File: src/rtl/core/utf8d_pkg.sv
package utf8d_pkg;

  localparam int unsigned ByteW   = 8;
  localparam int unsigned CpW     = 21;
  localparam int unsigned PendW   = 2;
  // Output tdata: code point, then the last-of-run flag, padded to whole bytes.
  localparam int unsigned OutDataW = 24;
  localparam int unsigned InDataW  = 8;

  localparam logic [CpW-1:0] ReplResetVal = CpW'(32);

  // One decoded result as it sits in the output queue.
  typedef struct packed {
    logic [CpW-1:0] code_point;
    logic           is_error;
    logic           last_of_run;
    logic           string_done;
  } result_t;

endpackage

File: src/rtl/core/utf8_byte_stream_decoder_unit.sv
// UTF-8 byte stream decoder. One raw byte enters per transfer on the slave
// stream (tlast marks the last byte of a string) and decoded code points leave
// on the master stream, one per transfer. A byte can cause zero, one or two
// results; malformed input yields the programmable replacement character with
// tuser set. Decoding is done in the cycle a byte is accepted, and the results
// go into a three-entry output queue, so a byte is taken every cycle as long
// as the queue holds at most one result. The replacement register resets to 32
// and is written through the cfg channel, which is always ready; write it only
// while idle.
module utf8_byte_stream_decoder_unit (
  input  logic                           clk_i,
  input  logic                           rst_ni,
  // Configuration: replacement code point.
  input  logic                           cfg_valid_i,
  output logic                           cfg_ready_o,
  input  logic [utf8d_pkg::CpW-1:0]      cfg_data_i,
  // Byte input.
  input  logic                           s_axis_tvalid,
  output logic                           s_axis_tready,
  input  logic [utf8d_pkg::InDataW-1:0]  s_axis_tdata,  // [7:0] data_byte
  input  logic                           s_axis_tlast,  // end_of_string
  // Code point output.
  output logic                           m_axis_tvalid,
  input  logic                           m_axis_tready,
  output logic [utf8d_pkg::OutDataW-1:0] m_axis_tdata,  // [20:0] code_point,
                                                        // [21] last_of_run, [23:22] zero
  output logic                           m_axis_tuser,  // is_error
  output logic                           m_axis_tlast   // string_done
);
  import utf8d_pkg::*;

  localparam int unsigned QDepth = 3;

  logic [CpW-1:0]   repl_q;
  logic [PendW-1:0] pend_q, pend_d;
  logic [CpW-1:0]   part_q, part_d;

  result_t          slot_q [QDepth];
  result_t          slot_d [QDepth];
  logic [1:0]       cnt_q, cnt_d;

  logic             push, pop;
  logic [ByteW-1:0] b;
  logic             eos;
  result_t          r0, r1;
  logic [1:0]       nres;
  logic [1:0]       base;
  result_t          sh [QDepth];

  assign cfg_ready_o   = 1'b1;
  assign s_axis_tready = ~cnt_q[1];
  assign push          = s_axis_tvalid & s_axis_tready;
  assign pop           = m_axis_tvalid & m_axis_tready;
  assign b             = s_axis_tdata;
  assign eos           = s_axis_tlast;

  always_ff @(posedge clk_i or negedge rst_ni) begin
    if (!rst_ni) begin
      repl_q <= ReplResetVal;
    end else if (cfg_valid_i) begin
      repl_q <= cfg_data_i;
    end
  end

  // Byte decode: next decoder state and up to two results.
  always_comb begin
    logic [1:0] k;
    k      = 2'd0;
    pend_d = pend_q;
    part_d = part_q;
    r0     = '0;
    r1     = '0;
    priority if (!b[7]) begin
      if (pend_q != '0) begin
        r0     = '{code_point: repl_q, is_error: 1'b1, default: 1'b0};
        k      = 2'd1;
        pend_d = '0;
      end
      if (k == 2'd0) begin
        r0 = '{code_point: CpW'(b), default: 1'b0};
      end else begin
        r1 = '{code_point: CpW'(b), default: 1'b0};
      end
      k = k + 2'd1;
    end else if (b[7:6] == 2'b10) begin
      if (pend_q != '0) begin
        part_d = {part_q[CpW-7:0], b[5:0]};
        pend_d = pend_q - 2'd1;
        if (pend_d == '0) begin
          r0 = '{code_point: part_d, default: 1'b0};
          k  = 2'd1;
        end
      end else begin
        r0 = '{code_point: repl_q, is_error: 1'b1, default: 1'b0};
        k  = 2'd1;
      end
    end else if (b[7:5] == 3'b110) begin
      pend_d = 2'd1;
      part_d = CpW'(b[4:0]);
    end else if (b[7:4] == 4'b1110) begin
      pend_d = 2'd2;
      part_d = CpW'(b[3:0]);
    end else if (b[7:3] == 5'b11110) begin
      pend_d = 2'd3;
      part_d = CpW'(b[2:0]);
    end else begin
      r0     = '{code_point: repl_q, is_error: 1'b1, default: 1'b0};
      k      = 2'd1;
      pend_d = '0;
    end

    if (eos) begin
      // An unfinished sequence at the end of a string becomes a replacement.
      if (pend_d != '0) begin
        if (k == 2'd0) begin
          r0 = '{code_point: repl_q, is_error: 1'b1, default: 1'b0};
        end else begin
          r1 = '{code_point: repl_q, is_error: 1'b1, default: 1'b0};
        end
        k = k + 2'd1;
      end
      pend_d = '0;
      part_d = '0;
    end

    r0.last_of_run = (k == 2'd1);
    r0.string_done = (k == 2'd1) & eos;
    r1.last_of_run = (k == 2'd2);
    r1.string_done = (k == 2'd2) & eos;
    nres = k;
  end

  always_ff @(posedge clk_i or negedge rst_ni) begin
    if (!rst_ni) begin
      pend_q <= '0;
      part_q <= '0;
    end else if (push) begin
      pend_q <= pend_d;
      part_q <= part_d;
    end
  end

  // Output queue: the head always sits in slot 0; new results land behind
  // whatever remains after this cycle's pop.
  always_comb begin
    sh[0] = pop ? slot_q[1] : slot_q[0];
    sh[1] = pop ? slot_q[2] : slot_q[1];
    sh[2] = slot_q[2];
    base  = cnt_q - {1'b0, pop};
    for (int i = 0; i < QDepth; i++) begin
      slot_d[i] = sh[i];
      if (push && nres != 2'd0 && base == 2'(i)) begin
        slot_d[i] = r0;
      end
      if (push && nres == 2'd2 && base + 2'd1 == 2'(i)) begin
        slot_d[i] = r1;
      end
    end
    cnt_d = push ? base + nres : base;
  end

  always_ff @(posedge clk_i or negedge rst_ni) begin
    if (!rst_ni) begin
      cnt_q <= '0;
    end else begin
      cnt_q <= cnt_d;
    end
  end

  always_ff @(posedge clk_i) begin
    for (int i = 0; i < QDepth; i++) begin
      slot_q[i] <= slot_d[i];
    end
  end

  assign m_axis_tvalid = (cnt_q != '0);
  assign m_axis_tdata  = {(OutDataW-CpW-1)'(0), slot_q[0].last_of_run, slot_q[0].code_point};
  assign m_axis_tuser  = slot_q[0].is_error;
  assign m_axis_tlast  = slot_q[0].string_done;

  // The end of a string always clears the decoder and yields a result.
  a_eos_clears: assert property (@(posedge clk_i) disable iff (!rst_ni)
    push && s_axis_tlast |=> pend_q == '0 && part_q == '0)
    else $error("decoder state not cleared after end of string");

  a_eos_result: assert property (@(posedge clk_i) disable iff (!rst_ni)
    push && s_axis_tlast |=> cnt_q != '0)
    else $error("end of string produced no result");

  a_done_is_last: assert property (@(posedge clk_i) disable iff (!rst_ni)
    m_axis_tvalid && m_axis_tlast |-> m_axis_tdata[CpW])
    else $error("string_done without last_of_run");

  a_no_overflow: assert property (@(posedge clk_i) disable iff (!rst_ni)
    push |-> (cnt_q == 2'd0) || (cnt_q == 2'd1))
    else $error("byte accepted with output queue too full");

endmodule

File: config.mk
export PLATFORM = sky130hd
export DESIGN_NAME = utf8_byte_stream_decoder_unit
export DESIGN_NICKNAME = d
export VERILOG_FILES = /design/src/rtl/core/utf8d_pkg.sv /design/src/rtl/core/utf8_byte_stream_decoder_unit.sv
export SDC_FILE = /design/constraint.sdc
export NUM_CORES = 1
export LEC_CHECK = 0
export BUFFER_PORTS_ARGS = -buffer_cell sky130_fd_sc_hd__buf_2
export CAP_MARGIN = 20
export CORE_MARGIN = 5
export CORE_UTILIZATION = 30
export CTS_CLUSTER_SIZE = 24
export DETAILED_ROUTE_END_ITERATION = 6
export GPL_TIMING_DRIVEN = 0
export MAX_ROUTING_LAYER = met4
export SLEW_MARGIN = 20
export SYNTH_ARGS = -nofsm -noshare
export SYNTH_HDL_FRONTEND = slang
export SYNTH_SLANG_ARGS = --single-unit
File: constraint.sdc
create_clock -name clk_i -period 2.95 [get_ports clk_i]
set_clock_uncertainty 0.1 [all_clocks]
set_input_delay 0.1475 -clock clk_i [delete_from_list [all_inputs] [get_ports clk_i]]
set_output_delay 0.1475 -clock clk_i [all_outputs]
set_load 0.02 [all_outputs]
# Yosys cells after proc, flatten, opt, wreduce, memory -nomap -nowiden
# Memory sizes are Yosys's and may differ from the RTL's.
# Index checks and enable logic that the tools add are counted.
dict set report word_totals {
  latch_bits 0
  mem_bits_rw 72
  elab_cells 99
  output_inout_bits 29
  in_bits 35
  reg_bits 40
  rom_bits 0
  n_memories 1
}
# memory words word_bits rd rd_ports_with_merged_regs wr line
set memory_table {}
lappend memory_table {slot_q 3 24 3 0 3 utf8_byte_stream_decoder_unit.sv:38} ;# result_t slot_q [QDepth];
dict set report op_classes {
  n_eq_ne 11
  n_mul 0
  bitwise_logic 5
  n_reduce_logical 20
  mux 52
  n_shift 0
  n_div 0
  addsub 6
  n_lt_le_gt_ge 0
}
# op count
set op_table {}
lappend op_table {{2-to-1 mux 24 bit} 24}
lappend op_table {{2-to-1 mux 15 bit} 7}
lappend op_table {{2-to-1 mux 2 bit} 15}
lappend op_table {{zero test 2 bit} 5}
lappend op_table {{2-to-1 mux 10 bit} 1}
lappend op_table {{nonzero test 2 bit} 5}
lappend op_table {{== test 2 bit (second input constant)} 4}
lappend op_table {{logical AND 1 bit} 8}
lappend op_table {{adder 2 x 1 -> 2 bit (second input constant)} 3}
lappend op_table {{== test 2 x 1 -> 1 bit (second input constant)} 3}
lappend op_table {{== test 5 bit (second input constant)} 1}
lappend op_table {{2-to-1 mux 1 bit} 5}
lappend op_table {{nonzero test 5 bit} 1}
lappend op_table {{AND 1 bit} 4}
lappend op_table {{== test 4 bit (second input constant)} 1}
lappend op_table {{AND reduction 4 bit} 1}
lappend op_table {{== test 3 bit (second input constant)} 1}
lappend op_table {{!= test 3 x 2 -> 1 bit (second input constant)} 1}
lappend op_table {{adder 2 bit} 1}
lappend op_table {{subtractor 2 x 1 -> 2 bit} 1}
lappend op_table {{subtractor 2 x 1 -> 2 bit (second input constant)} 1}
lappend op_table {{NOT 1 bit} 1}

# Depth between registers and ports, before layout
# Gate-level depths: netlist of run 1.
dict set report logic_depth {
  ltp_word 14
  ltp_mapped 12
  depth_no_buf 10
}

# Worst setup path after synthesis of run 1
# No wires, ideal clock.
dict set report synth_path {
  path_type {flip-flop to flip-flop}
  startpoint {register cnt_q[1] (netlist name)}
  endpoint {memory slot_q[0][48] (netlist name), enable pin}
  path_slack_ns -0.286
  path_stages_with_launch 9
  n_path_buf 0
  arrival_ns 2.723
  t_required_ns 2.437
  path_cell_list {dfrtp_1 > inv_1 > nand2_1 > nand2_1 > inv_1 > ha_1 > nor2_1 > nand2_1 > a21oi_1}
}
# item line
set synth_lines {}
lappend synth_lines {{to (decl)} utf8_byte_stream_decoder_unit.sv:38}

==> flow_summary.ini, run 1 <==
[pwr]
pwr-share-comb = 0.315
swShare = 0.3294
clock_power_share = 0.239
max-vdd-ir-drop_mv = 0.3166
p_int_mw = 3.547
sequentialPowerShare = 0.445
pwr_density_cell_nw_per_um2 = 828.1
power_leakage_nw = 2.478
power.net_switching_mw = 1.742

[logic_synthesis]
synth.distinct_cells = 51
synth_fa_ha_area_frac = 0.007264
syn_area_per_cell_sq_um = 12.05
ys.flop_type = edfxtp_1
yosysTopAreaCell = edfxtp_1
netlist_area_sq_um = 5167
synth_mux_area_frac = 0.04576
synth_area_leaders = edfxtp_1 42%, dfrtp_1 19%, o21ai_0 4.6%
yosys-top-cells-count = 72 x edfxtp_1, 48 x o21ai_0, 42 x nor2_1
yosys_register_bits = 112
synth_edf_count = 72
synth_top_family_by_area = compound AO/OA/AOI/OAI gates
yosysTopAreaCellShare = 0.4184
synthSimpleGateAreaFrac = 0.08644
synth_compound_area_frac = 0.2010
synth_warnings = 0
synth-async-reset-ratio = 0.3571
ys_seq_area_frac = 0.6123
synthXorXnorAreaFrac = 0.005085
syn_inst = 429
yosys.cell_count.top_type = edfxtp_1

[worst_setup_path]
start_kind = flip-flop
arrival_ns = 2.65
critPathKind = reg2reg
endpoint_kind = flip-flop
required_ns = 2.85
crit_fanout = 24

[die]
start_util = 0.3019
rows = 48
ios = 64
die_w_um = 141.2
core_sq_um = 17120
die-height_um = 141.2
dieArea_sq_um = 19950

[job]
cap_violations = 0

[timing]
slew_headroom = 0.3908
setup_viol_count_final = 0
timing.final.crit_share = 0.9321
rsz0062_at_grt = no
worstMarginPinSlew_ns = 0.9138
fmax_mhz = 363.7
slew_violations = 0
setup_tns_ns = 0
layout_min_cycle_time_ns = 2.750
finalWorstSetupSlack_ns = 0.2004
final-hold-violation-count = 0

[clock_tree]
cts_sinks = 112
root_buffer = clkbuf_16
numCtsBuffers = 9
clk_latency_ns = 0.34
htreeDepth = 3
cts_buffer_depth = 2
clk_pin_slew_ns = 0.07
cts_tree = built
cts_setup_buffers = 0

[cells_and_area]
layout.nets = 564
antenna_cells = 0
drive_gt1_frac = 0.2580
stdcell_count = 756
area_delta_synth_final_pct = 23.61
nFillCells = 1697

[global_routing]
grt_pass1_wl_mm = 18.94
antenna_found_initial = 0
grt_pass1_vias = 3747
grt_use_total = 0.1217
grt-ovfl-total = 0
grt_max_degree = 41

[placed_design]
io_buffers = 58
gp_congestion = 0.8623
dp_hpwl_mm = 9.009
pre_cts_slack_ns = -0.01209
dp_cells = 713

[drt]
drtAntennaViolNets = 0
drtIter0Drc = 328
vias = 3630
viasPerCell = 4.802
dr.pass1.iters = 4
wirelength_mm = 11.59
wl_per_cell_um = 15.32
drcViolationCount = 0

[outcome]
status = completed

[worst_hold_path]
min_path_type = in2reg
==> power groups by stage <==
stage / combinational, mW / sequential, mW / clock, mW
after floorplan: 0.930 / 2.59 / 0
after global placement: 1.56 / 2.39 / 0
after detailed placement: 1.60 / 2.40 / 0
after CTS: 1.65 / 2.36 / 1.29
after global routing: 1.86 / 2.40 / 1.34
final: 1.67 / 2.36 / 1.27
==> repair_timing <==
| item | 4_1_cts | 5_1_grt |
|---|---|---|
| endpoints found under the setup margin | 24 | 38 |
| resized for setup | 2 | 7 |
| pin swaps | 0 | 1 |
| gates cloned | 0 | 1 |
| endpoints found under the hold margin | 63 | 0 |
| hold buffers | 26 | 0 |
==> metal layers <==
metal  share of wire  track usage  vias to the layer above
met2            0.46       0.1881                       97
met3           0.055      0.01934                       13
li1                -            -                     1813
met4           0.015      0.04539                        0
met1            0.47       0.1622                     1707
met5               0            -                        -
==> final cells by class <==
cell class                 count  area (sq um)  share of cell area
buffer                        35         186.4             0.02919
clock buffer                  13         292.8             0.04584
clock inverter                 3         27.53            0.004309
inverter                       7         26.28            0.004114
multi-input combinational    277          1858              0.2909
sequential                   112          3164              0.4954
tap                          225         281.5             0.04407
timing repair buffer          84         550.5             0.08619
==> through the flow <==
step	instance area [sq um]	hold WS, ns	power [mW]	utilization
after floorplan	5185	-0.2481	3.517	-
after global placement	5757	0.1931	3.948	0.3363
after detailed placement	5757	0.2172	4.003	0.3363
after CTS	6352	0.07384	5.305	0.3711
after global routing	6387	0.09770	5.598	0.3732
final	6387	0.07999	5.289	0.3732
==> kinds of logic (layout without fill, tap and decap cells) <==
group,count (synthesis),after routing
AOI/OAI and AO/OA,157,157
DFF,112,112
and+or+nand+nor,89,90
buffers and inverters,42,142
muxes,21,21
adders and majority gates,3,3
xor gates and xnor gates,3,3
other,2,3
==> final timing paths <==
kind                       cells after the start  slack [ns]             from       endpoint
setup reg to reg                               9        0.20         cnt_q[1]  slot_q[0][13]
setup / recovery                               9        0.20         cnt_q[1]  slot_q[0][13]
min in group asynchronous                      2        0.37           rst_ni       cnt_q[0]
max in group asynchronous                      2        1.80           rst_ni     repl_q[17]
hold reg to reg                                1        0.41       part_q[14]     part_q[14]
hold / removal                                 2        0.08  s_axis_tdata[3]      part_q[3]
==> sequential cells by signal, summed over array words and instances, names as in the netlist <==
register and cells:
cnt_q 2, part_q 15, pend_q 2, repl_q 21
slot_q 72
==> worst max-delay path, cell delays in order (launching register included) <==
cell,delay (ns)
dfrtp_1,0.41
inv_1,0.08
nand2_1,0.07
nand2_2,0.20
inv_1,0.07
ha_1,0.34
inv_1,0.10
nand4_1,0.22
clkbuf_1,0.46
nand3_4,0.35
==> layout by cell type (no fill, tap or decap), types with 2 or more instances in the layout <==
master and instances:
edfxtp_1 72, buf_2 68, o21ai_0 48, nor2_1 42
dfrtp_1 39, a21oi_1 36, dlygate4sd3_1 26, a22oi_1 22
mux2_2 21, nand2_1 17, a22o_1 17, o22ai_1 14
clkbuf_1 13, clkbuf_16 11, inv_1 6, buf_4 6
nand3_1 5, nor2b_1 5, clkbuf_2 4, a32o_1 4
and2_1 3, nand3_4 3, ha_1 3, conb_1 3
buf_6 2, nor3_2 2, a22o_4 2, a21boi_0 2
a21o_1 2, and3_1 2, xnor2_1 2
Power figures use the tool's default switching activity.
==> inputs of run 2 (changes only) <==
--- a/config.mk
+++ b/config.mk
@@ -5,14 +5,15 @@
 export SDC_FILE = /design/constraint.sdc
 export NUM_CORES = 1
 export LEC_CHECK = 0
-export BUFFER_PORTS_ARGS = -buffer_cell sky130_fd_sc_hd__buf_2
 export CAP_MARGIN = 20
 export CORE_MARGIN = 5
 export CORE_UTILIZATION = 30
 export CTS_CLUSTER_SIZE = 24
 export DETAILED_ROUTE_END_ITERATION = 6
+export DONT_BUFFER_PORTS = 1
 export GPL_TIMING_DRIVEN = 0
 export MAX_ROUTING_LAYER = met4
+export PLACE_DENSITY = 0.49
 export SLEW_MARGIN = 20
 export SYNTH_ARGS = -nofsm -noshare
 export SYNTH_HDL_FRONTEND = slang
==> constraint.sdc (replaced) <==
create_clock -name clk_i -period 2.54 [get_ports clk_i]
set_clock_uncertainty 0.1 [all_clocks]
set_input_delay 0.127 -clock clk_i [delete_from_list [all_inputs] [get_ports clk_i]]
set_output_delay 0.127 -clock clk_i [all_outputs]
set_load 0.02 [all_outputs]
==> run 2 against run 1 <==
Effect of this change:
- cell count is 5.2% lower
- first-iteration DRC count is 1.2% higher
- cell area is 1.5% higher
- die area stayed put
- clock-buffer cell count is 2 lower
- non-clock buffer count is 40 lower
- sequential share of layout area is 0.75 points lower
- power is 17% higher
- register-to-register slack worse by 0.18 ns
- combinational power is 3% higher
- clock power is 10% higher
- critical path type unchanged
==> flow_summary.ini, run 2 (synthesis gave the netlist of run 1 again) <==
[worst_setup_path]
crit_fanout = 7
required_ns = 2.52
arrival_ns = 2.50
max_stage_delay_ns = 0.37
critPathKind = reg2reg
critPathMostFrequentCell = buf_6
start_kind = flip-flop
worst_r2r_path_depth = 11
path_cells = buf_6 -> or2_4 -> nand3_4 -> nand2_4 -> ha_4 -> o211ai_4 -> a41oi_4 -> buf_6 -> buf_12 -> a22oi_2 -> a21oi_1
cp_slowest_cell = dfrtp_1
endpoint_kind = flip-flop

[cells_and_area]
nFillCells = 1641
reg_top3 = slot_q x72, repl_q x21, part_q x15
stdcell_count = 717
antenna_cells = 0
largest_register = slot_q
post-route-util = 0.3789
largest_reg_flops = 72
drive_gt1_frac = 0.2500
layout.nets = 525
mostFrequentLayoutCells = 72 x edfxtp_1, 47 x o21ai_0, 41 x nor2_1
layout_commonest_cell = edfxtp_1
area_delta_synth_final_pct = 25.50

[clock_tree]
cts_tree = built
clk_pin_slew_ns = 0.07
cts_buffer_depth = 2
htreeDepth = 3
cts_sinks = 112
clk_latency_ns = 0.35
root_buffer = clkbuf_16
numCtsBuffers = 9

[die]
die_w_um = 141.2
core_sq_um = 17120
start_util = 0.3019
ios = 64
die-height_um = 141.2
rows = 48
dieArea_sq_um = 19950

[pwr]
pwr_density_cell_nw_per_um2 = 950.7
power_leakage_nw = 2.399
max-vdd-ir-drop_mv = 0.3191
p_total_mw = 6.165

[global_routing]
grt-ovfl-total = 0
grt_pass1_wl_mm = 19.26
antenna_found_initial = 0
grt_use_total = 0.1263
grt_max_degree = 41
grt_pass1_vias = 3475

[timing]
fmax_mhz = 396.9
setup_viol_count_final = 0
timing.final.crit_share = 0.9920
final-hold-violation-count = 0
rsz0062_at_grt = yes
worstMarginPinSlew_ns = 0.7047
layout_min_cycle_time_ns = 2.520
slew_headroom = 0.5291
slew_violations = 0

[worst_hold_path]
min_path_type = in2reg
hold_depth = 3

[drt]
dr.pass1.iters = 5
wirelength_mm = 12.24
viasPerCell = 4.876
drtAntennaViolNets = 0
wl_per_cell_um = 17.07
drtIter0Drc = 332
drcViolationCount = 0
vias = 3496

[outcome]
status = completed

[placed_design]
dp_hpwl_mm = 9.080
dp_cells = 655
io_buffers = 0
gp_congestion = 0.8208

[job]
cap_violations = 0
==> run 2: worst paths after layout <==
path | to | start | slack, ns
setup / recovery | slot_q[0][18] | pend_q[1] | 0.02
hold / removal | pend_q[0] | s_axis_tdata[5] | 0.009
setup reg to reg | slot_q[0][18] | pend_q[1] | 0.02
hold reg to reg | part_q[12] | part_q[12] | 0.43
max in group asynchronous | repl_q[5] | rst_ni | 1.94
min in group asynchronous | repl_q[15] | rst_ni | 0.14
==> run 2: cell type report <==
cell class	count	area [sq um]	share of cell area
clock buffer	11	254.0	0.03917
buffer	35	220.2	0.03396
clock inverter	5	43.79	0.006753
sequential	112	3164	0.4879
multi-input combinational	278	2041	0.3147
timing repair buffer	44	451.7	0.06965
inverter	7	28.78	0.004438
tap	225	281.5	0.04341
==> run 2: power breakdown <==
part	leakage (nW)	switching [mW]	total [mW]	internal, mW
clock network	0.148	0.652	1.40	0.743
logic	1.06	1.00	1.72	0.719
registers	1.19	0.432	3.05	2.62
total	2.40	2.09	6.17	4.08
==> run 2: through the flow <==
step                area, sq um  TNS [ns]  worst slack (ns)  hold slack (ns)
global placement           5492    -41.71           -0.5335          -0.2667
floorplan                  5210   -0.2546          -0.01061          -0.2686
CTS                        6215    -1.357          -0.06961          0.02590
detailed placement         5492    -44.50           -0.5424          -0.2667
global route               6485   -0.3232          -0.03894          0.05551
finish                     6485         0           0.02028         0.008966
==> run 2: per-layer routing <==
metal	global-route usage	up-vias	share of wire
met5	-	-	0
met4	0.04080	0	0.013
met3	0.02714	13	0.050
met2	0.1901	105	0.46
met1	0.1707	1644	0.47
li1	-	1734	-
==> run 2: critical path, delay by kind of cell, from the launching register on <==
family / cells / cell delay (ns)
AND/OR/NAND/NOR: 3 / 0.44
buffers and inverters: 3 / 0.45
AO/OA/AOI/OAI: 4 / 0.72
adder cells (fa/ha/maj): 1 / 0.16
flip-flops: 1 / 0.37
==> run 2: repair_timing <==
item / 4_1_cts / 5_1_grt
cloned: 2 / 1
pin swaps: 4 / 11
hold buffers: 31 / 0
resized for setup: 20 / 39
hold endpoints to repair: 68 / 0
buffers inserted: 2 / 10
endpoints found under the setup margin: 140 / 140
